## src/rtl/rle_pkg.sv

```systemverilog
// Shared types for the literal/run packet encoder: states, emit selects, command and status.
package rle_pkg;

    // Controller states.
    typedef enum logic [2:0] {
        ST_IDLE,
        ST_FIN,
        ST_SEND_CNT,
        ST_SEND_LIT,
        ST_SEND_RC,
        ST_SEND_RV
    } t_state;

    // Source of the byte loaded into the output register.
    typedef enum logic [1:0] {
        SEL_CNT,
        SEL_LIT,
        SEL_RC,
        SEL_RV
    } t_emit_sel;

    // Commands from the controller to the datapath.
    typedef struct packed {
        logic      cap_in;
        logic      run_ext;
        logic      run_new;
        logic      run_clr;
        logic      append;
        logic      pkt_run;
        logic      pkt_zero;
        logic      lit_adv;
        logic      fill_clr;
        logic      emit;
        t_emit_sel emit_sel;
        logic      emit_last;
        logic      emit_done;
    } t_dp_cmd;

    // Status from the datapath to the controller.
    typedef struct packed {
        logic extend;
        logic run_none;
        logic run_multi;
        logic buf_full;
        logic fill_zero;
        logic lit_end;
        logic fin;
        logic out_free;
    } t_dp_status;

endpackage

```

## src/rtl/rle_literal_run_encoder.sv

```systemverilog
// Top level of the literal/run packet encoder: controller plus datapath.
//
// Raw bytes arrive on the slave stream, one per transfer; tlast marks the
// last byte of a stream. Encoded bytes leave on the master stream as packets:
// literal count, that many literal bytes, run count, run value. tuser flags
// the last encoded byte caused by one input byte; tlast flags the final
// encoded byte of the whole stream.
// A byte that only extends a run or joins the literal buffer sends no
// output. A byte that closes a run sends a packet, one byte per cycle
// unless the receiver stalls, paced by the output register. A final byte
// adds a flush step plus its own packet. The input is not ready while a
// packet is being sent; the literal buffer RAM reads one byte ahead.
// When the receiver stalls, the output register holds its byte and the
// controller waits; no byte is lost or repeated.
// Reset empties the pending run and the literal buffer and clears the
// output register; no clearing pass is needed.
module rle_literal_run_encoder #(
    parameter int LITERAL_LIMIT = 32,
    parameter int RUN_LIMIT     = 255
) (
    input  logic       i_clk,
    input  logic       i_rst_n,
    input  logic       i_s_axis_tvalid,
    output logic       o_s_axis_tready,
    input  logic [7:0] i_s_axis_tdata,   // [7:0] data_byte
    input  logic       i_s_axis_tlast,   // final_byte
    output logic       o_m_axis_tvalid,
    input  logic       i_m_axis_tready,
    output logic [7:0] o_m_axis_tdata,   // [7:0] code_byte
    output logic [0:0] o_m_axis_tuser,   // [0] group_last
    output logic       o_m_axis_tlast    // stream_done
);

    import rle_pkg::*;

    t_dp_cmd    cmd;
    t_dp_status status;
    logic       group_last;

    // Sequencing of run decisions and packet bytes.
    rle_ctrl u_ctrl (
        .i_clk      (i_clk),
        .i_rst_n    (i_rst_n),
        .i_in_valid (i_s_axis_tvalid),
        .i_in_fin   (i_s_axis_tlast),
        .o_in_ready (o_s_axis_tready),
        .i_status   (status),
        .o_cmd      (cmd)
    );

    // Run state, literal buffer and output register.
    rle_dp #(
        .LITERAL_LIMIT (LITERAL_LIMIT),
        .RUN_LIMIT     (RUN_LIMIT)
    ) u_dp (
        .i_clk             (i_clk),
        .i_rst_n           (i_rst_n),
        .i_in_data         (i_s_axis_tdata),
        .i_in_fin          (i_s_axis_tlast),
        .i_out_ready       (i_m_axis_tready),
        .i_cmd             (cmd),
        .o_status          (status),
        .o_out_valid       (o_m_axis_tvalid),
        .o_out_code        (o_m_axis_tdata),
        .o_out_group_last  (group_last),
        .o_out_stream_done (o_m_axis_tlast)
    );

    assign o_m_axis_tuser = group_last;

endmodule

```

## src/rtl/rle_ram.sv

```systemverilog
// Generic single-port-write, single-port-read RAM with registered read data.
module rle_ram #(
    parameter int WIDTH  = 8,
    parameter int DEPTH  = 32,
    parameter int ADDR_W = 5
) (
    input  logic              i_clk,
    input  logic              i_we,
    input  logic [ADDR_W-1:0] i_waddr,
    input  logic [WIDTH-1:0]  i_wdata,
    input  logic [ADDR_W-1:0] i_raddr,
    output logic [WIDTH-1:0]  o_rdata
);

    logic [WIDTH-1:0] r_mem [DEPTH];
    logic [WIDTH-1:0] r_rdata;

    // Write port and registered read port.
    always_ff @(posedge i_clk) begin
        if (i_we) begin
            r_mem[i_waddr] <= i_wdata;
        end
        r_rdata <= r_mem[i_raddr];
    end

    assign o_rdata = r_rdata;

endmodule

```

## src/rtl/rle_dp.sv

```systemverilog
// Datapath: pending run, literal buffer, packet fields and the output register.
module rle_dp #(
    parameter int LITERAL_LIMIT = 32,
    parameter int RUN_LIMIT     = 255
) (
    input  logic                 i_clk,
    input  logic                 i_rst_n,
    input  logic [7:0]           i_in_data,
    input  logic                 i_in_fin,
    input  logic                 i_out_ready,
    input  rle_pkg::t_dp_cmd     i_cmd,
    output rle_pkg::t_dp_status  o_status,
    output logic                 o_out_valid,
    output logic [7:0]           o_out_code,
    output logic                 o_out_group_last,
    output logic                 o_out_stream_done
);

    import rle_pkg::*;

    localparam int FILL_W = $clog2(LITERAL_LIMIT + 1);
    localparam int ADDR_W = (LITERAL_LIMIT > 1) ? $clog2(LITERAL_LIMIT) : 1;

    logic [FILL_W-1:0] r_fill;
    logic [FILL_W-1:0] r_idx;
    logic [7:0]        r_pv;
    logic [7:0]        r_pl;
    logic [7:0]        r_pkt_cnt;
    logic [7:0]        r_pkt_val;
    logic              r_fin;
    logic              r_ov;
    logic [7:0]        r_code;
    logic              r_last;
    logic              r_done;

    logic [FILL_W-1:0] idx_inc;
    logic [FILL_W-1:0] rd_idx;
    logic [7:0]        rd_data;
    logic [7:0]        emit_byte;

    assign idx_inc = r_idx + FILL_W'(1);
    assign rd_idx  = i_cmd.lit_adv ? idx_inc : r_idx;

    // Literal buffer: written at the fill index, read ahead at the send index.
    rle_ram #(
        .WIDTH  (8),
        .DEPTH  (LITERAL_LIMIT),
        .ADDR_W (ADDR_W)
    ) u_lit_ram (
        .i_clk   (i_clk),
        .i_we    (i_cmd.append),
        .i_waddr (ADDR_W'(r_fill)),
        .i_wdata (r_pv),
        .i_raddr (ADDR_W'(rd_idx)),
        .o_rdata (rd_data)
    );

    // Status toward the controller.
    always_comb begin
        o_status.extend    = (r_pl != 8'd0) && (i_in_data == r_pv) && (r_pl < 8'(RUN_LIMIT));
        o_status.run_none  = (r_pl == 8'd0);
        o_status.run_multi = (r_pl > 8'd1);
        o_status.buf_full  = (r_fill >= FILL_W'(LITERAL_LIMIT));
        o_status.fill_zero = (r_fill == '0);
        o_status.lit_end   = (idx_inc == r_fill);
        o_status.fin       = r_fin;
        o_status.out_free  = !r_ov || i_out_ready;
    end

    // Byte chosen for the output register.
    always_comb begin
        case (i_cmd.emit_sel)
            SEL_CNT: emit_byte = 8'(r_fill);
            SEL_LIT: emit_byte = rd_data;
            SEL_RC:  emit_byte = r_pkt_cnt;
            SEL_RV:  emit_byte = r_pkt_val;
            default: emit_byte = r_pkt_val;
        endcase
    end

    // Pending run, literal fill and packet registers.
    always_ff @(posedge i_clk) begin
        if (!i_rst_n) begin
            r_fill <= '0;
            r_pv   <= 8'd0;
            r_pl   <= 8'd0;
            r_fin  <= 1'b0;
        end else begin
            if (i_cmd.cap_in) begin
                r_fin <= i_in_fin;
            end
            if (i_cmd.run_ext) begin
                r_pl <= r_pl + 8'd1;
            end
            if (i_cmd.run_new) begin
                r_pv <= i_in_data;
                r_pl <= 8'd1;
            end
            if (i_cmd.run_clr) begin
                r_pv <= 8'd0;
                r_pl <= 8'd0;
            end
            if (i_cmd.append) begin
                r_fill <= r_fill + FILL_W'(1);
            end
            if (i_cmd.fill_clr) begin
                r_fill <= '0;
            end
        end
    end

    // Packet run pair and literal send index; payload only.
    always_ff @(posedge i_clk) begin
        if (i_cmd.pkt_run) begin
            r_pkt_cnt <= r_pl;
            r_pkt_val <= r_pv;
            r_idx     <= '0;
        end else if (i_cmd.pkt_zero) begin
            r_pkt_cnt <= 8'd0;
            r_pkt_val <= 8'd0;
            r_idx     <= '0;
        end else if (i_cmd.lit_adv) begin
            r_idx <= idx_inc;
        end
    end

    // Output register: loaded on emit, emptied when the transfer completes.
    always_ff @(posedge i_clk) begin
        if (!i_rst_n) begin
            r_ov <= 1'b0;
        end else if (i_cmd.emit) begin
            r_ov <= 1'b1;
        end else if (i_out_ready) begin
            r_ov <= 1'b0;
        end
    end

    always_ff @(posedge i_clk) begin
        if (i_cmd.emit) begin
            r_code <= emit_byte;
            r_last <= i_cmd.emit_last;
            r_done <= i_cmd.emit_done;
        end
    end

    assign o_out_valid       = r_ov;
    assign o_out_code        = r_code;
    assign o_out_group_last  = r_last;
    assign o_out_stream_done = r_done;

endmodule

```

## src/rtl/rle_ctrl.sv

```systemverilog
// Controller: decides run/literal handling per byte and sequences packet bytes.
module rle_ctrl (
    input  logic                 i_clk,
    input  logic                 i_rst_n,
    input  logic                 i_in_valid,
    input  logic                 i_in_fin,
    output logic                 o_in_ready,
    input  rle_pkg::t_dp_status  i_status,
    output rle_pkg::t_dp_cmd     o_cmd
);

    import rle_pkg::*;

    t_state r_state;
    t_state n_state;
    logic   r_fin_phase;
    logic   n_fin_phase;
    logic   item_end;

    // State register.
    always_ff @(posedge i_clk) begin
        if (!i_rst_n) begin
            r_state     <= ST_IDLE;
            r_fin_phase <= 1'b0;
        end else begin
            r_state     <= n_state;
            r_fin_phase <= n_fin_phase;
        end
    end

    // The run value byte closes the item unless the stream-end packet still follows.
    assign item_end = r_fin_phase || !i_status.fin;

    // Next state and commands.
    always_comb begin
        n_state     = r_state;
        n_fin_phase = r_fin_phase;
        o_in_ready  = 1'b0;
        o_cmd       = '0;
        o_cmd.emit_sel = SEL_CNT;
        case (r_state)
            ST_IDLE: begin
                o_in_ready = 1'b1;
                if (i_in_valid) begin
                    o_cmd.cap_in = 1'b1;
                    n_fin_phase  = 1'b0;
                    n_state      = i_in_fin ? ST_FIN : ST_IDLE;
                    if (i_status.extend) begin
                        o_cmd.run_ext = 1'b1;
                    end else if (i_status.run_none) begin
                        o_cmd.run_new = 1'b1;
                    end else if (i_status.run_multi || i_status.buf_full) begin
                        o_cmd.pkt_run = 1'b1;
                        o_cmd.run_new = 1'b1;
                        n_state       = ST_SEND_CNT;
                    end else begin
                        o_cmd.append  = 1'b1;
                        o_cmd.run_new = 1'b1;
                    end
                end
            end
            ST_FIN: begin
                // Stream end: resolve the pending run, then flush whatever is buffered.
                n_fin_phase   = 1'b1;
                o_cmd.run_clr = 1'b1;
                n_state       = ST_SEND_CNT;
                if (i_status.run_multi || i_status.buf_full) begin
                    o_cmd.pkt_run = 1'b1;
                end else begin
                    o_cmd.append   = 1'b1;
                    o_cmd.pkt_zero = 1'b1;
                end
            end
            ST_SEND_CNT: begin
                if (i_status.out_free) begin
                    o_cmd.emit     = 1'b1;
                    o_cmd.emit_sel = SEL_CNT;
                    n_state        = i_status.fill_zero ? ST_SEND_RC : ST_SEND_LIT;
                end
            end
            ST_SEND_LIT: begin
                if (i_status.out_free) begin
                    o_cmd.emit     = 1'b1;
                    o_cmd.emit_sel = SEL_LIT;
                    o_cmd.lit_adv  = 1'b1;
                    if (i_status.lit_end) begin
                        n_state = ST_SEND_RC;
                    end
                end
            end
            ST_SEND_RC: begin
                if (i_status.out_free) begin
                    o_cmd.emit     = 1'b1;
                    o_cmd.emit_sel = SEL_RC;
                    n_state        = ST_SEND_RV;
                end
            end
            ST_SEND_RV: begin
                if (i_status.out_free) begin
                    o_cmd.emit      = 1'b1;
                    o_cmd.emit_sel  = SEL_RV;
                    o_cmd.emit_last = item_end;
                    o_cmd.emit_done = r_fin_phase;
                    o_cmd.fill_clr  = 1'b1;
                    n_state         = item_end ? ST_IDLE : ST_FIN;
                end
            end
            default: begin
                n_state = ST_IDLE;
            end
        endcase
    end

endmodule
```

## config.mk

```make
export PLATFORM = sky130hd
export DESIGN_NAME = rle_literal_run_encoder
export DESIGN_NICKNAME = d
export VERILOG_FILES = /design/src/rtl/rle_pkg.sv /design/src/rtl/rle_literal_run_encoder.sv /design/src/rtl/rle_ram.sv /design/src/rtl/rle_dp.sv /design/src/rtl/rle_ctrl.sv
export SDC_FILE = /design/constraint.sdc
export NUM_CORES = 1
export LEC_CHECK = 0
export BUFFER_PORTS_ARGS = -buffer_cell sky130_fd_sc_hd__buf_2
export CELL_PAD_IN_SITES_DETAIL_PLACEMENT = 1
export CELL_PAD_IN_SITES_GLOBAL_PLACEMENT = 1
export CORE_UTILIZATION = 53
export DETAILED_ROUTE_END_ITERATION = 10
export MAX_ROUTING_LAYER = met4
export PLACE_DENSITY = 0.89
export SLEW_MARGIN = 20
export SYNTH_ARGS = -nofsm -noshare
export SYNTH_HDL_FRONTEND = slang
export SYNTH_SLANG_ARGS = --single-unit
```

## constraint.sdc

```tcl
create_clock -name i_clk -period 3.45 [get_ports i_clk]
set_clock_uncertainty 0.1 [all_clocks]
set_input_delay 0.69 -clock i_clk [delete_from_list [all_inputs] [get_ports i_clk]]
set_output_delay 0.69 -clock i_clk [all_outputs]
set_load 0.005 [all_outputs]
```

### Yosys cells after proc, flatten, opt, wreduce, memory -nomap -nowiden

Memories as Yosys holds them, arrays and structs flattened. A register that Yosys moved wholly into a read port is not among the register bits.
Cells that the tools add are included.
W data, S select, Z words.

* word-level logic and storage cells: 109
* memory bits (read-only): 0
* output and inout bits: 12
* bits of input ports: 13
* bits in writable memories: 256
* bits in latches: 0
* register bits after elaboration: 60
* memories kept: 1

Memory list
* u_dp.u_lit_ram.r_mem: words 32, bits a word 8, read ports 1, clocked after Yosys merged registers in 1, write ports 1, line rle_ram.sv:15 `logic [WIDTH-1:0] r_mem [DEPTH];`

* reduce and logical (&&, ||, !) cells: 23
* mux-type cells: 47
* shift operators: 0
* order comparisons: 3
* div/mod/pow operators: 0
* bitwise gates (word level): 1
* $add $sub $neg: 3
* $mul: 0
* equal/unequal tests: 16

Operator list (number)
* $mux W3: 15
* $pmux W8 S4: 1
* $mux W8: 3
* $mux W1: 19
* $pmux W3 S6: 1
* $add A6 B1 Y6 const B: 2
* $ne A2 B2 Y1 const B: 6
* $pmux W3 S4: 1
* $add A8 B1 Y8 const B: 1
* $eq A8 B8 Y1: 1
* $gt A8 B1 Y1 const B: 1
* $logic_not A8 Y1: 1
* $lt A8 B8 Y1 const B: 1
* $reduce_bool A2 Y1: 4
* $reduce_bool A8 Y1: 1
* $eq A3 B2 Y1 const B: 2
* $eq A3 B3 Y1 const B: 2
* $eq A6 B6 Y1: 1
* $ge A6 B6 Y1 const B: 1
* $logic_not A6 Y1: 1
* $mux W2: 3
* $mux W6: 1
* $reduce_and A6 Y1: 1
* $reduce_or A2 Y1: 3
* 14 further kinds: 20

### Longest topological paths before layout

Gate-level depths: netlist (run 1).

* depth after elaboration: 9
* depth in mapped cells: 10
* depth with buffers taken out: 7

### Cells and area by module

Synthesis (run 1) repeated with hierarchy kept, for this count alone.

* cells, all modules: 710
* area, all modules: 13172.6 um2

Modules (own cells, without submodules)
* rle_ram: area each 10053.4 um2, instances 1, cells an instance 417, sequential area each 7847.5 um2
* rle_dp: area each 2631.3 um2, instances 1, cells an instance 231, sequential area each 1381.3 um2
* rle_ctrl: area each 488.0 um2, instances 1, cells an instance 62, sequential area each 80.1 um2

### Worst setup path before layout (run 1)

Ideal clock, no wire load.

* path type: reg2reg
* start point: reg u_ctrl.r_state[1]
* end point: reg u_dp.r_pkt_cnt[0] (enable)
* setup time: 0.402 ns
* period minus slack after synthesis: 2.835 ns
* stages on the path, launching flop included: 7
* data required time: 2.948 ns
* slack: 0.615 ns
* buffers on the path: 1
* data arrival time: 2.333 ns
* cells stage by stage: dfxtp_1 clkbuf_1 nor2_1 nand2_1 nor2_1 o211ai_1 o21ai_1

* longest elaborated chain between the ends: 3
* elaborated cells on any way between the ends: 5
* classes of those cells: eq/ne (1); mux (2); reduce/logical (2)

RTL lines
* start, declared: line rle_ctrl.sv:14 `t_state r_state;`
* start signal, assigned: line rle_ctrl.sv:26 `r_state <= n_state;`
* $eq A3 B1 Y1 / $logic_not A3 Y1 (equally long branches): line rle_ctrl.sv:41 `case (r_state)`
* $pmux W2 S2 / $mux W1 (equally long branches): line rle_ctrl.sv:41
* $reduce_bool A2 Y1 (no line) *
* end signal, assigned: line rle_dp.sv:115 `r_pkt_cnt <= r_pl;`
* end, declared: line rle_dp.sv:28 `logic [7:0] r_pkt_cnt;`

Every way passes the cells marked *; elsewhere a longest branch is shown, timed or not.
A chain may end at the register's enable or synchronous reset.

### Worst setup path in the final report (run 1)

* start point: reg u_ctrl.r_state[1]
* end point: reg u_dp.u_lit_ram.r_rdata[7] (netlist: u_dp.u_lit_ram.o_rdata[7]), read port of u_dp.u_lit_ram.r_mem

* longest elaborated chain between the ends: 3

RTL lines
* $eq A3 B2 Y1: line rle_ctrl.sv:41
* $mux W1: line rle_ctrl.sv:41
* $mux W5: line rle_dp.sv:42 `assign rd_idx = i_cmd.lit_adv ? idx_inc : r_idx;`
* end, declared: line rle_ram.sv:16 `logic [WIDTH-1:0] r_rdata;`

No other way between the ends.

==> summary.md, run 1 <==
| Metric | Value |
|---|---|
| Crit. End Element | flop |
| Multi-input combinational cell area | roughly 0.0057 mm² |
| Max Fclk | around 300 MHz |
| RSZ-0062 raised after global routing | no |
| Top cell type's share of synthesized area | between 50% and 60% |
| Pre-antenna DRT Iters | 7 |
| Final Setup Violations | 0 |
| Io pins | 25 |
| Hold Buf Count CTS | 0 |
| P&R area growth vs syn | 11.7% |
| Design Area, Final | between 0.015 and 0.02 mm² |
| Flops & latches, synth | about 320 |
| Most frequent cells in the layout | edfxtp_1, o22ai_1, mux2i_1 |
| Wirelength per Cell | 31.3 µm |
| CP Class | reg -> reg |
| Synth top area cells | edfxtp_1, mux2i_1, dfxtp_1 |
| Max Fanout on Critical Path | 52 |
| Pwr Total | around 13000 µW |
| Initial antenna violation count | 1 |
| EDFF count, synth | around 280 |
| Port Buffers | 24 |
| Critical path data arrival time | around 3.6 ns |
| Register area | about 0.0093 mm² |
| Most common cell after layout, fill and taps aside | edfxtp_1 |
| RePlAce Congestion | approximately 0.91 |
| Max-slew headroom | 33.9% |
| # fillers | between 2000 and 3000 |
| Worst-Skew Late Latency | between 0.5 and 0.6 ns |
| Routed WL | between 50 and 60 mm |
| CTS tree | built |
| Fin. Hold Viols | 0 |
| Initial Utilization | 53.9% |
| Post-Syn Area per Cell | approximately 13 µm² |
| Placed cell areas | roughly 0.016 mm² |
| Synth cell types | between 60 and 70 |
| Critical Path RT | 3.75 ns |
| Clock-pin slew on the worst setup and hold paths | 0.06 ns |
| CTS sink count | 324 |
| Antenna diodes | 0 |
| Final Cycle Share | 94.1% |
| Largest net degree at the start of global routing | a little under 90 |
| HP Class | in -> reg |
| HPWL Detailed | approximately 32 mm |
| Syn Nets | around 1200 |
| CTS max path bufs | 3 |
| H-tree Lvls | 2 |
| Die Area | ~0.03 mm² |
| Fin crit period | between 3 and 4 ns |
| Core Area | between 0.02 and 0.03 mm² |
| Outcome | finished, final reports clean |
| Overall routing resource usage | 35.3% |
| Cell taking the most area after synthesis | edfxtp_1 |
| Core Rows | slightly above 60 |
| Clk pwr share | 27.8% |
| Number of global-route vias before repair | 12300 |
| Worst VDD drop | 0.000594 V |
| Initial drt markers | 1803 |
| Switching Fraction | 35.8% |
| Die Y | 173 µm |
| Asr flop ratio synth | 0% |
| Sequential share of the synthesized area | between 60% and 70% |
| Flop pwr share | slightly below 40% |
| Synth warn | 0 |
| Layout cells sized above 1 | 13.5% |
| Synth Instances | between 1000 and 1500 |
| CTS root buffer | clkbuf_16 |
| Number of vias per cell | 7.29 |
| Nets | 1246 |
| Combinational power share | 33.2% |
| Max Cap Violations | 0 |
| Sw Pwr | around 4700 µW |
| Die Wd | between 150 and 200 µm |
| Ys flop type | edfxtp_1 |
| Grt ovf | 0 |
| Via count | around 12000 |
| DRT antenna net count | 0 |
| Total CTS buffers | 35 |
| Setup crit start kind | flop |
| Synth Cell Area | around 0.015 mm² |
| Fin Setup TNS | 0 ns |
| Int Power | approximately 8400 µW |
| Final max-slew violation count | 0 |
| Leakage | approximately 0.0057 µW |
| Pwr/cell area | about 750 mW/mm² |
| First-pass GRT wire length | about 77 mm |
| Slew @ Worst Pin | 0.985 ns |
| DRC Markers | 0 |
==> cell type report <==
| type | count | share of cell area [%] |
|---|---|---|
| clock buffers | 50 | 5.94 |
| clock inverters | 12 | 0.319 |
| inverters | 15 | 0.348 |
| multi-input cells | 773 | 33.2 |
| flip-flops and latches | 324 | 54.0 |
| well taps | 384 | 2.78 |
| repair buffers | 76 | 3.46 |
==> layer usage <==
layer | GRT usage (%) | up-vias | wire length [µm]
li1 | - | 4925 | -
met1 | 44.6 | 6048 | 19400
met5 | - | - | 0
met4 | 18.6 | 0 | 2690
met3 | 5.63 | 192 | 4770
met2 | 55.3 | 748 | 24300
==> synthesized netlist by cell type (all sizes together), types with 9 or more instances <==
master     n
o221ai    20
o21ai     31
edfxtp   282
a31oi     19
o2111ai   10
and2      20
and3      40
o22ai     93
a32o      14
a211o     10
inv       14
nor2b     20
xnor2     10
or4       16
clkbuf    60
mux4      20
nor3      15
nand3     16
nand2     60
nor2      46
dfxtp     42
a21oi     54
buf       30
xor2      10
mux2       9
nor4      19
nand4     12
a211oi    15
mux2i     91
==> flip-flops by register name, summed over array words and instances (netlist names) <==
name                    flops
u_dp.u_lit_ram.r_mem      256
u_dp.o_out_code             8
u_dp.r_pkt_cnt              8
u_dp.r_pkt_val              8
u_dp.r_pl                   8
u_dp.r_pv                   8
u_dp.u_lit_ram.o_rdata      8
u_dp.r_fill                 6
u_dp.r_idx                  6
u_ctrl.r_state              3
u_ctrl.r_fin_phase          1
u_dp.o_out_group_last       1
u_dp.o_out_stream_done      1
u_dp.o_out_valid            1
u_dp.r_fin                  1
==> per-stage QoR <==
stage                     setup WS [ns]  cells  util [%]  hold slack (ns)
after detailed placement          0.153   1569      56.2            0.377
after CTS                        0.0648   1631      60.0            0.326
after floorplan                   0.615   1202         -            0.344
final                             0.202   1634      60.1            0.330
after global placement            0.421   1569      56.2            0.366
after global routing             0.0768   1634      60.1            0.360
==> power groups by stage <==
stage,logic (µW),clock network [µW],registers (µW)
2_1_floorplan,2540,0,5120
3_3_place_gp,3890,0,5090
3_5_place_dp,4120,0,5110
4_1_cts,4170,3630,5040
5_1_grt,4520,3750,5070
6_report,4320,3620,5060
==> cells by family after synthesis <==
| kind of cell | share of synthesized area [%] |
|---|---|
| AO/OA/AOI/OAI | 15.2 |
| flip-flops | 60.2 |
| AND/OR/NAND/NOR | 10.3 |
| multiplexers | 9.46 |
| buffers and inverters | 3.04 |
| XOR/XNOR | 1.13 |
| adder cells (fa/ha/maj) | 0.647 |
==> worst paths after layout <==
check / start / end / slack, ns / cells past startpoint
worst max-delay path: u_ctrl.r_state[1] / u_dp.u_lit_ram.o_rdata[7] / 0.20 / 8
worst min-delay path: i_s_axis_tdata[1] / u_dp.r_pv[1] / 0.33 / 3
worst max register to register: u_ctrl.r_state[1] / u_dp.u_lit_ram.o_rdata[7] / 0.20 / 8
worst min register to register: u_ctrl.r_fin_phase / u_ctrl.r_fin_phase / 0.39 / 2
==> critical path: stages (launching register included) <==
cell,delay (ns)
dfxtp_1,0.46
buf_4,0.21
nand2b_1,0.37
o31ai_4,0.36
buf_12,0.30
o22ai_1,0.15
or4_1,0.53
and4_1,0.22
a2111oi_1,0.40
==> what timing repair did <==
action                     4_1_cts  5_1_grt
resized for setup                0        1
setup endpoints to repair        0        5
setup buffers                    0        3
Power figures use the tool's default switching activity.
==> inputs of run 2 (changes only) <==
--- a/config.mk
+++ b/config.mk
@@ -8,11 +8,12 @@
 export BUFFER_PORTS_ARGS = -buffer_cell sky130_fd_sc_hd__buf_2
 export CELL_PAD_IN_SITES_DETAIL_PLACEMENT = 1
 export CELL_PAD_IN_SITES_GLOBAL_PLACEMENT = 1
-export CORE_UTILIZATION = 53
+export CORE_UTILIZATION = 55
 export DETAILED_ROUTE_END_ITERATION = 10
 export MAX_ROUTING_LAYER = met4
 export PLACE_DENSITY = 0.89
 export SLEW_MARGIN = 20
 export SYNTH_ARGS = -nofsm -noshare
 export SYNTH_HDL_FRONTEND = slang
+export SYNTH_HIERARCHICAL = 1
 export SYNTH_SLANG_ARGS = --single-unit
==> summary.md, run 2 <==
| Metric | Value |
|---|---|
| CTS root buffer | clkbuf_16 (unchanged) |
| Synth top area cells | edfxtp_1, mux4_2, dfxtp_1 (was edfxtp_1, mux2i_1, dfxtp_1) |
| Combinational power share | 16.7% (was 33.2%) |
| P&R area growth vs syn | 14.5% (was 11.7%) |
| Ys flop type | edfxtp_1 (unchanged) |
| Final max-slew violation count | 0 (unchanged) |
| Syn Nets | 732 (was 1223) |
| Max FFs per register | 256 (unchanged) |
| Post-Place Worst Slack | -0.122 ns (was 0.153 ns) |
| Pwr/cell area | 666 mW/mm² (was 754 mW/mm²) |
| Synth Cell Area | 0.0132 mm² (was 0.0155 mm²) |
| Die Area | 0.0246 mm² (was 0.0299 mm²) |
| Sequential share of the synthesized area | 70.7% (was 60.2%) |
| Overall routing resource usage | 28.0% (was 35.3%) |
| Sw Pwr | 2540 µW (was 4650 µW) |
| EDFF count, synth | 282 (unchanged) |
| Worst VDD drop | 0.000504 V (was 0.000594 V) |
| Synth warn | 6 (was 0) |
| Flops & latches, synth | 324 (unchanged) |
| CTS sink count | 324 (unchanged) |
| Most numerous cell in the Yosys netlist | edfxtp_1 (unchanged) |
| Core Area | 0.0235 mm² (was 0.0287 mm²) |
| Slew @ Worst Pin | 1.08 ns (was 0.985 ns) |
| Worst-Skew Late Latency | 0.52 ns (was 0.53 ns) |
| DRC Markers | 0 (unchanged) |
| Utilization after layout | 64.2% (was 60.1%) |
| Die Wd | 157 µm (was 173 µm) |
| Max Fanout on Critical Path | 8 (was 52) |
| Max Fclk | 292 MHz (was 308 MHz) |
| Port Buffers | 24 (unchanged) |
| Asr flop ratio synth | 0% (unchanged) |
| Nets | 801 (was 1246) |
| Total CTS buffers | 35 (unchanged) |
| RSZ-0062 raised after global routing | yes (was no) |
| Number of global-route vias before repair | 7533 (was 12300) |
| Number of vias per cell | 6.21 (was 7.29) |
| Final worst slack | 0.0308 ns (was 0.202 ns) |
| Cell taking the most area after synthesis | edfxtp_1 (unchanged) |
| Critical Path RT | 3.48 ns (was 3.75 ns) |
| Final Setup Violations | 0 (unchanged) |
| Non-Filler Instances | 1125 (was 1634) |
| HP Class | in -> reg (unchanged) |
| Synth cell types | 54 (was 68) |
| Routed WL | 31.8 mm (was 51.2 mm) |
| Top cell type's share of synthesized area | 64.3% (was 54.8%) |
| Die Y | 157 µm (was 173 µm) |
| Int Power | 7510 µW (was 8350 µW) |
| Crit. End Element | flop (unchanged) |
| Commonest cells post-synth | edfxtp_1, mux4_2, nor2_1, dfxtp_1, xor2_1 (was edfxtp_1, o22ai_1, mux2i_1, clkbuf_1, nand2_1) |
| Switching Fraction | 25.3% (was 35.8%) |
| H-tree Lvls | 2 (unchanged) |
| Core Rows | 56 (was 62) |
| DRT antenna net count | 0 (unchanged) |
| Clock-pin slew on the worst setup and hold paths | 0.06 ns (about the same) |
| Max Cap Violations | 0 (unchanged) |
| Post-Syn Area per Cell | 18.6 µm² (was 12.9 µm²) |
| Largest net degree at the start of global routing | 66 (was 88) |
| Fin. Hold Viols | 0 (unchanged) |
| Leakage | 0.00495 µW (was 0.00566 µW) |
| CTS tree | built (unchanged) |
| Pwr Total | 10000 µW (was 13000 µW) |
| RePlAce Congestion | 0.805 (was 0.906) |
| Top reg by flops | u_dp/u_lit_ram/r_mem (was u_dp.u_lit_ram.r_mem) |
| Clk pwr share | 36.0% (was 27.8%) |
| Io pins | 25 (unchanged) |
| Max-slew headroom | 27.8% (was 33.9%) |
| Initial Utilization | 56.1% (was 53.9%) |
| CP Class | reg -> reg (unchanged) |
| Most frequent cells in the layout | edfxtp_1, mux4_2, nor2_1 (was edfxtp_1, o22ai_1, mux2i_1) |
| Wirelength per Cell | 28.3 µm (was 31.3 µm) |
| Fin crit period | 3.42 ns (was 3.25 ns) |
| Antenna diodes | 0 (unchanged) |
| Pre-antenna DRT Iters | 5 (was 7) |
| CTS max path bufs | 3 (unchanged) |
| Setup crit start kind | flop (unchanged) |
| Critical path data arrival time | 3.45 ns (was 3.55 ns) |
| Grt ovf | 0 (unchanged) |
| Via count | 6981 (was 11900) |
| Synth Instances | 710 (was 1202) |
| Flop pwr share | 47.3% (was 38.9%) |
| HPWL Detailed | 20.4 mm (was 31.7 mm) |
| Hold depth | 3 (unchanged) |
| Layout cells sized above 1 | 30.8% (was 13.5%) |
| First-pass GRT wire length | 47.0 mm (was 76.9 mm) |
| Worst R2R Path Depth | 10 (was 8) |
| Post-CTS setup buffers | 0 (unchanged) |
| Most common cell after layout, fill and taps aside | edfxtp_1 (unchanged) |
| Dpl cells | 1061 (was 1569) |
| Outcome | finished, final reports clean (unchanged) |
| Initial drt markers | 582 (was 1803) |
| Initial antenna violation count | 0 (was 1) |
| Final Cycle Share | 99.1% (was 94.1%) |
## run 2: changes by cell type after synthesis, moves of 20 or more
cell,change
o22ai_1,-92
mux2i_1,-79
mux4_2,+66
a21oi_1,-48
clkbuf_1,-48
nand2_1,-47
and3_1,-37
o221ai_1,-20
## run 2: per-stage QoR
stage                     hold slack (ns)  setup TNS (ns)  area [µm²]
after floorplan                     0.372               0       13200
after CTS                           0.354               0       15100
final                               0.366               0       15100
after global placement              0.399         -0.0591       13900
after detailed placement            0.416           -6.81       13900
after global routing                0.375           -6.39       15100
## run 2: logic make-up after synthesis
kind of cell | synth area share [%]
xor+xnor | 1.93
compound gates | 1.41
flops | 70.7
simple gates | 6.58
buf+inv | 2.00
mux | 16.6
fa+ha+maj | 0.855
## run 2: per-layer routing
metal	GRT usage, %	share of wire, %	vias up	wire length, µm
met5	-	0	-	0
met4	8.92	2.6	0	834
met3	4.43	5.4	69	1700
met2	47.8	53	249	16900
met1	34.4	39	3731	12400
li1	-	-	2932	-
## run 2: area by class of cell
type / instances / area (µm²)
flip-flops and latches: 324 / 9310
fillers: 1958 / 8390
multi-input cells: 336 / 3670
clock buffers: 49 / 980
repair buffers: 70 / 541
well taps: 319 / 399
clock inverters: 15 / 131
inverters: 12 / 45.0
## run 2: repair_timing
action                                  CTS  global route
gates resized for setup                   7            11
pin swaps                                 0             0
hold buffers                              0             0
cloned                                    0             0
endpoints found under the setup margin  142           177
## run 2: critical path: stages (launching register included)
cell and delay, ns:
dfxtp_1 0.31, or4_1 0.56, nor3_2 0.17, and2_4 0.20, nor3_2 0.06, nor3_2 0.16, o21ai_1 0.12, nor3_4 0.28
nand3b_1 0.14, buf_4 0.21, nor2_1 0.73
## run 2: worst paths after layout
kind | slack [ns] | start | end
worst max-delay path | 0.03 | u_dp/r_pl[4] | u_dp/u_lit_ram/r_mem[26][3]
worst min-delay path | 0.37 | i_s_axis_tdata[6] | u_dp/r_pv[6]
worst max register to register | 0.03 | u_dp/r_pl[4] | u_dp/u_lit_ram/r_mem[26][3]
worst min register to register | 0.43 | u_dp/r_fin | u_dp/r_fin
## run 2: power groups by stage
stage	logic (µW)	clock network [µW]	registers [µW]
after floorplan	1060	0	4820
after global placement	1550	0	4800
after detailed placement	1670	0	4830
after CTS	1700	3670	4750
after global routing	1790	3800	4760
final	1680	3610	4750
